**config.mk**
```make
export PLATFORM = sky130hd
export DESIGN_NAME = bfsp_ram
export DESIGN_NICKNAME = d
export VERILOG_FILES = /design/src/bfsp_ram.sv
export SDC_FILE = /design/constraint.sdc
export NUM_CORES = 1
export LEC_CHECK = 0
export BUFFER_PORTS_ARGS = -buffer_cell sky130_fd_sc_hd__buf_2
export CAP_MARGIN = 15
export CORE_MARGIN = 4
export CORE_UTILIZATION = 57
export CTS_BUF_LIST = sky130_fd_sc_hd__clkbuf_4 sky130_fd_sc_hd__clkbuf_8
export CTS_CLUSTER_SIZE = 20
export DETAILED_ROUTE_END_ITERATION = 10
export GPL_ROUTABILITY_DRIVEN = 0
export GPL_TIMING_DRIVEN = 0
export PLACE_DENSITY = 0.78
export SYNTH_ARGS = -nofsm -noshare
export SYNTH_HDL_FRONTEND = slang
export SYNTH_SLANG_ARGS = --single-unit
```
**constraint.sdc**
```tcl
create_clock -name clk_i -period 1.7 [get_ports clk_i]
set_input_delay 0.17 -clock clk_i [delete_from_list [all_inputs] [get_ports clk_i]]
set_output_delay 0.17 -clock clk_i [all_outputs]
set_load 0.1 [all_outputs]
```
**src/bfsp_ram.sv**
```systemverilog
// ----------------------------------------------------------------------------
// bfsp_ram: generic single-port-write, single-port-read RAM
// One write and one read per cycle; read data registered.
// ----------------------------------------------------------------------------
`timescale 1ns / 1ps

module bfsp_ram #(
  parameter int WIDTH = 8,
  parameter int DEPTH = 16
) (
  input  logic                     clk_i,
  input  logic                     we_i,
  input  logic [$clog2(DEPTH)-1:0] waddr_i,
  input  logic [WIDTH-1:0]         wdata_i,
  input  logic [$clog2(DEPTH)-1:0] raddr_i,
  output logic [WIDTH-1:0]         rdata_o
);

  logic [WIDTH-1:0] mem [DEPTH];
  logic [WIDTH-1:0] rdata_q;

  always_ff @(posedge clk_i) begin
    if (we_i) begin
      mem[waddr_i] <= wdata_i;
    end
    rdata_q <= mem[raddr_i];   // old data on same-address collision
  end

  assign rdata_o = rdata_q;

endmodule

```
=== Word level (Yosys, flattened, before mapping) ===
Memory sizes are Yosys's and may differ from the RTL's. A register that Yosys moved wholly into a read port is not among the register bits.
Index checks and enable logic that the tools add are counted.

* Multiplexer cells: 2

{| class="wikitable"
|+ Operators with widths
! operator !! count
|-
| 1-bit 2-to-1 mux || 2
|}

* Register bits after elaboration: 0
* RAM bits: 128
* Bits of input ports: 18
* Output and inout bits: 8
* Memories kept: 1

{| class="wikitable"
|+ Memories
! memory !! depth !! bits a word !! read ports !! clocked after Yosys merged registers in !! wr ports !! RTL line !! RTL
|-
| mem || 16 || 8 || 1 || 1 || 1 || 19 || <nowiki>logic [WIDTH-1:0] mem [DEPTH];</nowiki>
|}

=== Depth between registers and ports, before layout ===
* Depth after elaboration: 2
* Mapped depth: 5
* Depth with buffers taken out: 3

=== Worst setup path before layout ===
OpenSTA, ideal clock, no wires.

* Path type: input port to flip-flop
* Start point: input port waddr_i[2]
* End point: memory mem[0][0], enable pin
* Setup time: 0.383 ns
* Arrival: 1.280 ns
* Setup slack: 0.037 ns
* Cell stages on the path: 2
* Cell sequence: or3b_2 -> nor3_1

{| class="wikitable"
|+ RTL lines
! item !! RTL line !! RTL
|-
| start, declared || 13 || <nowiki>input logic [$clog2(DEPTH)-1:0] waddr_i,</nowiki>
|-
| end, declared || 19 ||
|}

Straight into the memory's write port.

==> metrics.txt <==
most frequent cell after synthesis=edfxtp_1; total gr overflow=0; Sink Count=about 140; Post-DRT Antenna Nets=0; Post-Synth Simple-Gate Area=approximately 3.2%; core area=between 8000 and 9000 um^2; Synth top area share=74.7%; Initial Util=58.7%; max cap viols=0; num ports=26; largest net degree at the start of global routing=17; post-synthesis compound-gate area fraction=2.33%; fill count=538; pins over their slew limit=0; min Tclk post-route=1510 ps; Synth area leaders=edfxtp_1 (75%), mux4_2 (7.9%), mux4_1 (7.1%), dfxtp_1 (3.1%), a22oi_1 (2.3%); largest family of logic cells by synthesized area=multiplexers; Synth warnings=0; clock transition at the registers of the reported paths=70 ps; type of the tightest min-delay check=input port to register; post-DP HPWL=5.85 mm; worst-margin pin slew=793 ps; Max Clock Skew=roughly 6.6 ps; antenna fix cells=0; number of vias per cell=approximately 6.3; synthesized-area fraction occupied by adder cells=0%; maximum VDD drop=0.000496 V; Die X=between 100 and 150 um; WP data required=1990 ps; register area share after synthesis=roughly 78%; Mapped Area=5150 um^2; Post-Synth XOR/XNOR Area=0%; top_reg_cell synth=edfxtp_1; Area Growth Syn to Fin=13.6%; Tcrit/Tclk final=88.7%; Synth top cells by count=edfxtp_1 (128), mux4_2 (18), a22oi_1 (16); CP Max Fanout=1; Die Y=103 um; critical path class=register to register; layout net count=294; Iter 0 DRT Violations=200; startpoint class of the critical path=register; Seq cells post-synth=136; DP Area=roughly 5400 um^2; cts hold-fix bufs=0; total track usage=about a fifth; setup TNS=0 ps; 1st-pass router iterations=5; Cells after Synth=between 200 and 250; PostCTS Resize Cnt=0; Skew-Pair Late Insertion Delay=around 410 ps; Leak=between 1.5 and 2 nW; row count=34; syn_nets=247; layout cells sized above 1=29.8%; post-synthesis async set-or-reset flop share=0%; Slew HR=47.0%; Post-Route WL=about 9.7 mm; RSZ-0062 raised after global routing=false; vias=2,482; Post-synth EDFFs=128; Die Area=10,600 um^2; PnR Total Power=7.02 mW; CTS tree=done; Fin. Hold Viols=0; final instance area=between 5000 and 6000 um^2; syn_area_per_cell=22.5 um^2; count of different cell masters after synthesis=19; # setup viols final=0; Num CTS Buffers=17; proportion of synthesized area in mux cells=15.0%; vias in the first global route=2,403; Synth area leader=edfxtp_1; DR WL/cell=24.3 um; drc violations=0; Worst Path Arrival=1800 ps; H-tree levels=4; Worst Setup End Kind=register; first-pass GRT wire length=14.5 mm; Power Dens Cells=1200 nW/um^2; Layout Utilization=between 60% and 70%; max frequency=663 MHz; PortBufs=24; status=completed; final hold slack=around 160 ps; Clock Path Buffers=2; Post-CTS Setup Bufs=0; root cell of the clock tree=clkbuf_8; initial antenna violation count=0
metal layers:
layer / track usage [%] / wire [um]
met1: 30.0 / 3960
met2: 29.2 / 4670
met3: 4.47 / 832
met4: 8.07 / 199
met5: 0 / 0
power by group:
part,internal [mW],switching [mW]
clock network,1.58,1.16
registers,3.75,0.0184
logic,0.150,0.365
total,5.47,1.55
worst max-delay path, stage by stage (launching register included):
cell and delay [ps]:
edfxtp_1 410, mux4_1 560, a22oi_1 330, nand2_1 90
sequential cells by signal (all words and copies together) (netlist names):
signal	count
mem	128
rdata_o	8
metrics by stage:
step                      setup slack (ps)  cells
after global placement                -498    361
final                                  192    397
after global routing                   148    397
after CTS                              129    395
after detailed placement              -145    363
after floorplan                       37.1    229
final cells by class:
class,count,area (um^2),area share (%)
plain buffers,10,86.3,1.48
clock buffers,17,234,4.00
clock inverters,15,184,3.15
multi-input cells,83,1060,18.1
flip-flops and latches,136,4000,68.5
well taps,108,135,2.31
repair buffers,28,148,2.52
path summary, 6_finish.rpt:
check,to,depth (start not counted),slack (ps),from
setup / recovery,rdata_o[0],3,190,mem[6][0]
hold / removal,mem[13][6],1,160,wdata_i[6]
setup reg to reg,rdata_o[0],3,190,mem[6][0]
hold reg to reg,rdata_o[2],3,690,mem[11][2]
logic make-up after synthesis:
kind of cell,count (synthesis)
flip-flops,136
AND/OR/NAND/NOR,35
multiplexers,32
AO/OA/AOI/OAI,16
buffers and inverters,10
layout by cell type, fill, tap and decap left out, drive strengths merged:
cell           synthesis  final
a22oi                 16     16
and2                   1      1
and2b                  1      1
buf                    7     35
bufinv                 0      4
clkbuf                 0     17
clkdlybuf4s25          3      3
clkinv                 0      9
clkinvlp               0      2
dfxtp                  8      8
edfxtp               128    128
mux4                  32     32
nand2                  9      9
nand2b                 2      2
nand3                  1      1
nand3b                 2      2
nor2                  13     13
nor2b                  1      1
nor3                   4      4
or3b                   1      1
Power figures use the tool's default switching activity.
