## config.mk

```make
export PLATFORM = sky130hd
export DESIGN_NAME = bfsp_apb_regs
export DESIGN_NICKNAME = d
export VERILOG_FILES = /design/src/bfsp_pkg.sv /design/src/bfsp_apb_regs.sv
export SDC_FILE = /design/constraint.sdc
export NUM_CORES = 1
export LEC_CHECK = 0
export BUFFER_PORTS_ARGS = -buffer_cell sky130_fd_sc_hd__buf_2
export CORE_MARGIN = 3
export CORE_UTILIZATION = 31
export CTS_CLUSTER_SIZE = 30
export DETAILED_ROUTE_END_ITERATION = 10
export GPL_ROUTABILITY_DRIVEN = 0
export PLACE_DENSITY = 0.82
export SYNTH_ARGS = -nofsm -noshare
export SYNTH_HDL_FRONTEND = slang
export SYNTH_SLANG_ARGS = --single-unit
```

## constraint.sdc

```tcl
create_clock -name clk_i -period 0.8 [get_ports clk_i]
set_input_delay 0.04 -clock clk_i [delete_from_list [all_inputs] [get_ports clk_i]]
set_output_delay 0.04 -clock clk_i [all_outputs]
set_load 0.005 [all_outputs]
```

## src/bfsp_pkg.sv

```systemverilog
// ----------------------------------------------------------------------------
// bfsp_pkg: shared types and constants for the shortest-path core
// Field widths, register indexes, vertex record layout and sequencer states.
// ----------------------------------------------------------------------------
`timescale 1ns / 1ps

package bfsp_pkg;

  // parameter defaults
  localparam int MAX_VERTICES_DEF  = 64;
  localparam int EDGE_CAPACITY_DEF = 4096;
  localparam int WEIGHT_BITS_DEF   = 16;

  // fixed field widths
  localparam int VTX_W  = 6;
  localparam int DIST_W = 32;
  localparam int VC_W   = 7;

  // APB register map
  localparam int APB_ADDR_W = 3;
  localparam int APB_DATA_W = 32;
  localparam int REG_IDX_W  = 1;
  localparam logic [REG_IDX_W-1:0] REG_VERTEX_COUNT  = 1'd0;
  localparam logic [REG_IDX_W-1:0] REG_SOURCE_VERTEX = 1'd1;

  localparam logic [VC_W-1:0]  VC_RESET  = 7'd64;
  localparam logic [VTX_W-1:0] SRC_RESET = 6'd0;

  localparam logic [DIST_W-1:0] DIST_MAX = 32'h7fff_ffff;
  localparam logic [DIST_W-1:0] DIST_MIN = 32'h8000_0000;

  // one vertex entry of the distance/parent memory
  typedef struct packed {
    logic              reached;
    logic [DIST_W-1:0] dist_val;
    logic              pvalid;
    logic [VTX_W-1:0]  parent;
  } vrec_t;

  localparam vrec_t VREC_UNREACHED = '{reached: 1'b0, dist_val: DIST_MAX,
                                       pvalid: 1'b0, parent: '0};
  localparam vrec_t VREC_SOURCE    = '{reached: 1'b1, dist_val: '0,
                                       pvalid: 1'b0, parent: '0};

  // edge in the compute stage of the relax pipeline
  typedef struct packed {
    logic             valid;
    logic [VTX_W-1:0] u;
    logic [VTX_W-1:0] v;
  } rlx_req_t;

  // write back from the relax unit
  typedef struct packed {
    logic             en;
    logic [VTX_W-1:0] vtx;
    vrec_t            rec;
  } vwr_t;

  typedef enum logic [2:0] {
    ST_IDLE,
    ST_CLEAR,
    ST_RELAX,
    ST_DRAIN,
    ST_OUT_READ,
    ST_OUT_LOAD
  } state_e;

endpackage

```

## src/bfsp_apb_regs.sv

```systemverilog
// ----------------------------------------------------------------------------
// bfsp_apb_regs: configuration registers
// vertex_count at 0x0, source_vertex at 0x4; pready is tied high for APB writes and reads.
// ----------------------------------------------------------------------------
`timescale 1ns / 1ps

module bfsp_apb_regs (
  input  logic                                clk_i,
  input  logic                                rst_ni,
  input  logic                                psel,
  input  logic                                penable,
  input  logic                                pwrite,
  input  logic [bfsp_pkg::APB_ADDR_W-1:0]     paddr,
  input  logic [bfsp_pkg::APB_DATA_W-1:0]     pwdata,
  output logic [bfsp_pkg::APB_DATA_W-1:0]     prdata,
  output logic                                pready,
  output logic [bfsp_pkg::VC_W-1:0]           vertex_count_o,
  output logic [bfsp_pkg::VTX_W-1:0]          source_vertex_o
);

  logic [bfsp_pkg::REG_IDX_W-1:0] idx;
  logic                           wr_en;
  logic [bfsp_pkg::VC_W-1:0]      vc_q;
  logic [bfsp_pkg::VTX_W-1:0]     src_q;

  assign idx    = paddr[bfsp_pkg::APB_ADDR_W-1:2];
  assign pready = 1'b1;
  assign wr_en  = psel & penable & pwrite;

  always_ff @(posedge clk_i or negedge rst_ni) begin
    if (!rst_ni) begin
      vc_q  <= bfsp_pkg::VC_RESET;
      src_q <= bfsp_pkg::SRC_RESET;
    end else if (wr_en) begin
      case (idx)
        bfsp_pkg::REG_VERTEX_COUNT:  vc_q  <= pwdata[bfsp_pkg::VC_W-1:0];
        bfsp_pkg::REG_SOURCE_VERTEX: src_q <= pwdata[bfsp_pkg::VTX_W-1:0];
        default: ;
      endcase
    end
  end

  always_comb begin
    case (idx)
      bfsp_pkg::REG_VERTEX_COUNT:  prdata = bfsp_pkg::APB_DATA_W'(vc_q);
      bfsp_pkg::REG_SOURCE_VERTEX: prdata = bfsp_pkg::APB_DATA_W'(src_q);
      default:                     prdata = '0;
    endcase
  end

  assign vertex_count_o  = vc_q;
  assign source_vertex_o = src_q;

endmodule

```

* Word-level counts from Yosys, hierarchy flattened
Index checks and enable logic that the tools add are counted.
Word-level totals: flip-flop bits (word level) 13, logic and storage cells 8, input port bits 40, output and inout port bits 46
Cells by class: reduce and logical (&&, ||, !) cells 2, muxes and demuxes 1, bitwise gates (word level) 3
Operators by type and width (count):
- $pmux W32 S2 | 1
- $reduce_and A2 Y1 | 2
- $and A1 B1 Y1 | 2
- $not A1 Y1 | 1

* Longest topological paths before layout
depth in word-level cells 3, mapped depth 3, gate-level depth less buffers 2

* Worst setup path before layout
Ideal clock, no wire load.
kind input-to-reg, from in paddr[2] in the netlist's numbering, to reg vc_q, in the netlist vertex_count_o[0], required time 0.675 ns, library setup time 0.125 ns, path slack 0.022 ns, cell stages on the path 3, data arrival time 0.653 ns, path buffers 1, cell sequence buf_6 > nand4b_4 > mux2_2
On the way: longest elaborated chain between the ends 2
RTL lines:
- start: declaration | RTL line bfsp_apb_regs.sv:13 | input logic [bfsp_pkg::APB_ADDR_W-1:0] paddr,
- $not A1 Y1 (no line)
- $reduce_and A2 Y1 (no line)
- end signal: assignment | RTL line bfsp_apb_regs.sv:32 | vc_q <= bfsp_pkg::VC_RESET;
- end signal: assignment | RTL line bfsp_apb_regs.sv:36 | bfsp_pkg::REG_VERTEX_COUNT: vc_q <= pwdata[bfsp_pkg::VC_W-1:0];
- end: declaration | RTL line bfsp_apb_regs.sv:23 | logic [bfsp_pkg::VC_W-1:0] vc_q;
No other way between the ends. A chain may end at the register's enable or synchronous reset.

* Worst setup path in the final report
from reg vc_q, in the netlist vertex_count_o[2], to out prdata[2] in the netlist's numbering
On the way: longest elaborated chain between the ends 1
RTL lines:
- $pmux W32 S2 | RTL line bfsp_apb_regs.sv:44 | case (idx)
- end: declaration | RTL line bfsp_apb_regs.sv:15 | output logic [bfsp_pkg::APB_DATA_W-1:0] prdata,
No other way between the ends. The select of a mux whose other input is x is not followed.

==> results.toml <==
[global_routing]
grt_pass1_vias = 597
gr-total-overflow = 0
track_usage_pct = 11.1
grt_max_degree = 14
grt_pass1_wl_um = 2840
antenna_found_initial = 0

[yosys]
synthFlopType = "dfrtp_1"
ys_types = 9
synth_top_area_share_pct = 37.7
netlist_instances = 64
yosys_warnings = 0
syn_avg_cell_area_um2 = 12.5
syn-cell-area_um2 = 797
ys_seq_area_share_pct = 41.0
yosys.area.top_type = "dfrtp_1"
post-synth-top-count-cell = "buf_4"
synth_commonest_cells = "26 x buf_4, 19 x mux2_2, 12 x dfrtp_1"
synth.area.top_cells = "dfrtp_1 38%, mux2_2 27%, buf_4 24%"
ys_async_sr_fraction_pct = 100
synth_enable_flop_cells = 0
synth-seq-cells = 13

[critical_path]
worstSetupEndpoint = "prdata[2]"
critPathCaptureType = "output pin"
cp_cell_sequence = "mux2_4, buf_6"
arrival_ns = 1.08
ff2ff_path_depth = 3
startpoint = "vertex_count_o[2]"
cp_slowest_cell = "dfrtp_1"
cp_slowest_stage_delay_ns = 0.40
rrSetupSlack_ns = -0.21
crit_fanout = 2
required_ns = 0.76
path_delay_family = "flip-flops"
rr_startpoint = "vertex_count_o[4]"
start_kind = "flop"
worstSetupPathType = "flop to output pin"
path_depth = 2
reg2reg_to = "vertex_count_o[4]"
path_buf_inv = 1

[route]
vias = 584
drc = 0
final_antenna_net_count = 0
first_iter_violations = 0
drt-total-wl_um = 1920
avgRoutedWirePerCell_um = 13.7
via_per_inst = 4.17
dr.pass1.iters = 1

[layout]
finalNonFillerCells = 140
antenna_cells = 0
num-nets-final = 153
stdcell_area_um2 = 1180
area_growth_pct = 48.5
drive_gt1_share_pct = 63.4

[timing]
setup_viol = 30
hold_ws_ns = 0.00717
fin_worst_skew_ns = 0
rsz0062_at_grt = "true"
hold_viol = 0
finalCritPeriodShare_pct = 140
worst_slack_ns = -0.321
fmax_mhz = 892
tns_ns = -4.78
slew_violations = 0
finalCriticalPeriod_ns = 1.12

[clocking]
h-tree-depth = 1
clockRootBuffer = "clkbuf_4"
clock_latency_ns = 0.28
clk_pin_slew_ns = 0.08
cts_sinks = 13
cts_tree = "done"
cts-buffers-inserted = 3
cts_buffer_depth = 2

[floorplan]
pin_count = 86
start_util_pct = 34.4
die_w_um = 56.7
die_area_um2 = 3220
die_h_um = 56.7
coreArea_um2 = 2320
num_rows = 17

[power]
power.density_nw_per_um2 = 2120
vdd_drop_max_mv = 1.53
p_leak_uw = 0.000657

[placement]
place_area_um2 = 891
place_inst = 123
dp_slack_ns = -0.0827
io_buffers = 32
dpl.hpwl_um = 1180

[job]
max_cap_violations = 0

[status]
violations = "negative setup slack"
status = "complete, but fails checks"

[hold_path]
hp-class = "input port to flop"
==> placed cells by master (no fill, tap or decap), types with 2 or more instances in the layout <==
master / netlist / final
mux2_4: 0 / 12
mux2_2: 19 / 7
conb_1: 2 / 26
dlygate4sd3_1: 0 / 2
buf_6: 1 / 21
dfrtp_1: 12 / 12
buf_4: 26 / 5
clkbuf_4: 0 / 3
buf_2: 0 / 19
==> repair_timing <==
action                                  in CTS  in global routing
endpoints found under the setup margin      20                 29
resized for setup                           19                 17
hold endpoints to repair                    14                  0
setup buffers                                7                  7
hold buffers                                 2                  0
==> per-stage QoR <==
step | util, % | total power [µW]
finish | 51.1 | 2510
global route | 51.1 | 2670
CTS | 46.5 | 2240
detailed placement | 38.4 | 1510
global placement | 38.4 | 1490
floorplan | - | 1290
==> cells by family (layout without fill, tap and decap cells) <==
family                 after synthesis  after routing  share of synthesized area [%]
buffers and inverters               27             51                           25.9
muxes                               19             19                           26.8
DFF                                 13             13                           41.0
and+or+nand+nor                      3              3                           5.34
other                                2             26                          0.942
==> flip-flops by register name, indices dropped and copies added (netlist names) <==
name	flops
source_vertex_o	6
vertex_count_o	7
==> how the worst min path moves through the flow <==
stage / start / to / slack, ns / cells past startpoint
final: pwdata[2] / source_vertex_o[2] / 0.007 / 2
after global routing: pwdata[2] / source_vertex_o[2] / 0.006 / 2
after CTS: pwdata[3] / source_vertex_o[3] / 0.01 / 2
after detailed placement: rst_ni / source_vertex_o[5] / -0.06 / 1
after global placement: rst_ni / vertex_count_o[5] / -0.07 / 1
after floorplan: rst_ni / source_vertex_o[0] / -0.26 / 0
==> power by group <==
group,internal (µW),switching [µW]
Combinational,811,380
Clock,193,212
Sequential,811,108
==> area by class of cell <==
cell class | instances | area, µm²
multi-input combinational | 48 | 407
clock buffer | 4 | 26.3
tap | 28 | 35.0
timing repair buffer | 47 | 389
sequential | 13 | 327
fill | 183 | 1130
==> per-layer routing <==
metal  up-vias  track usage [%]  routed length, µm
met5         -                0                  0
met4         0             2.03                 32
met3         5             4.14                214
met2        44             21.5               1040
met1       276             11.1                632
li1        259                -                  -
Note: power is estimated with default switching activity, not from simulation.
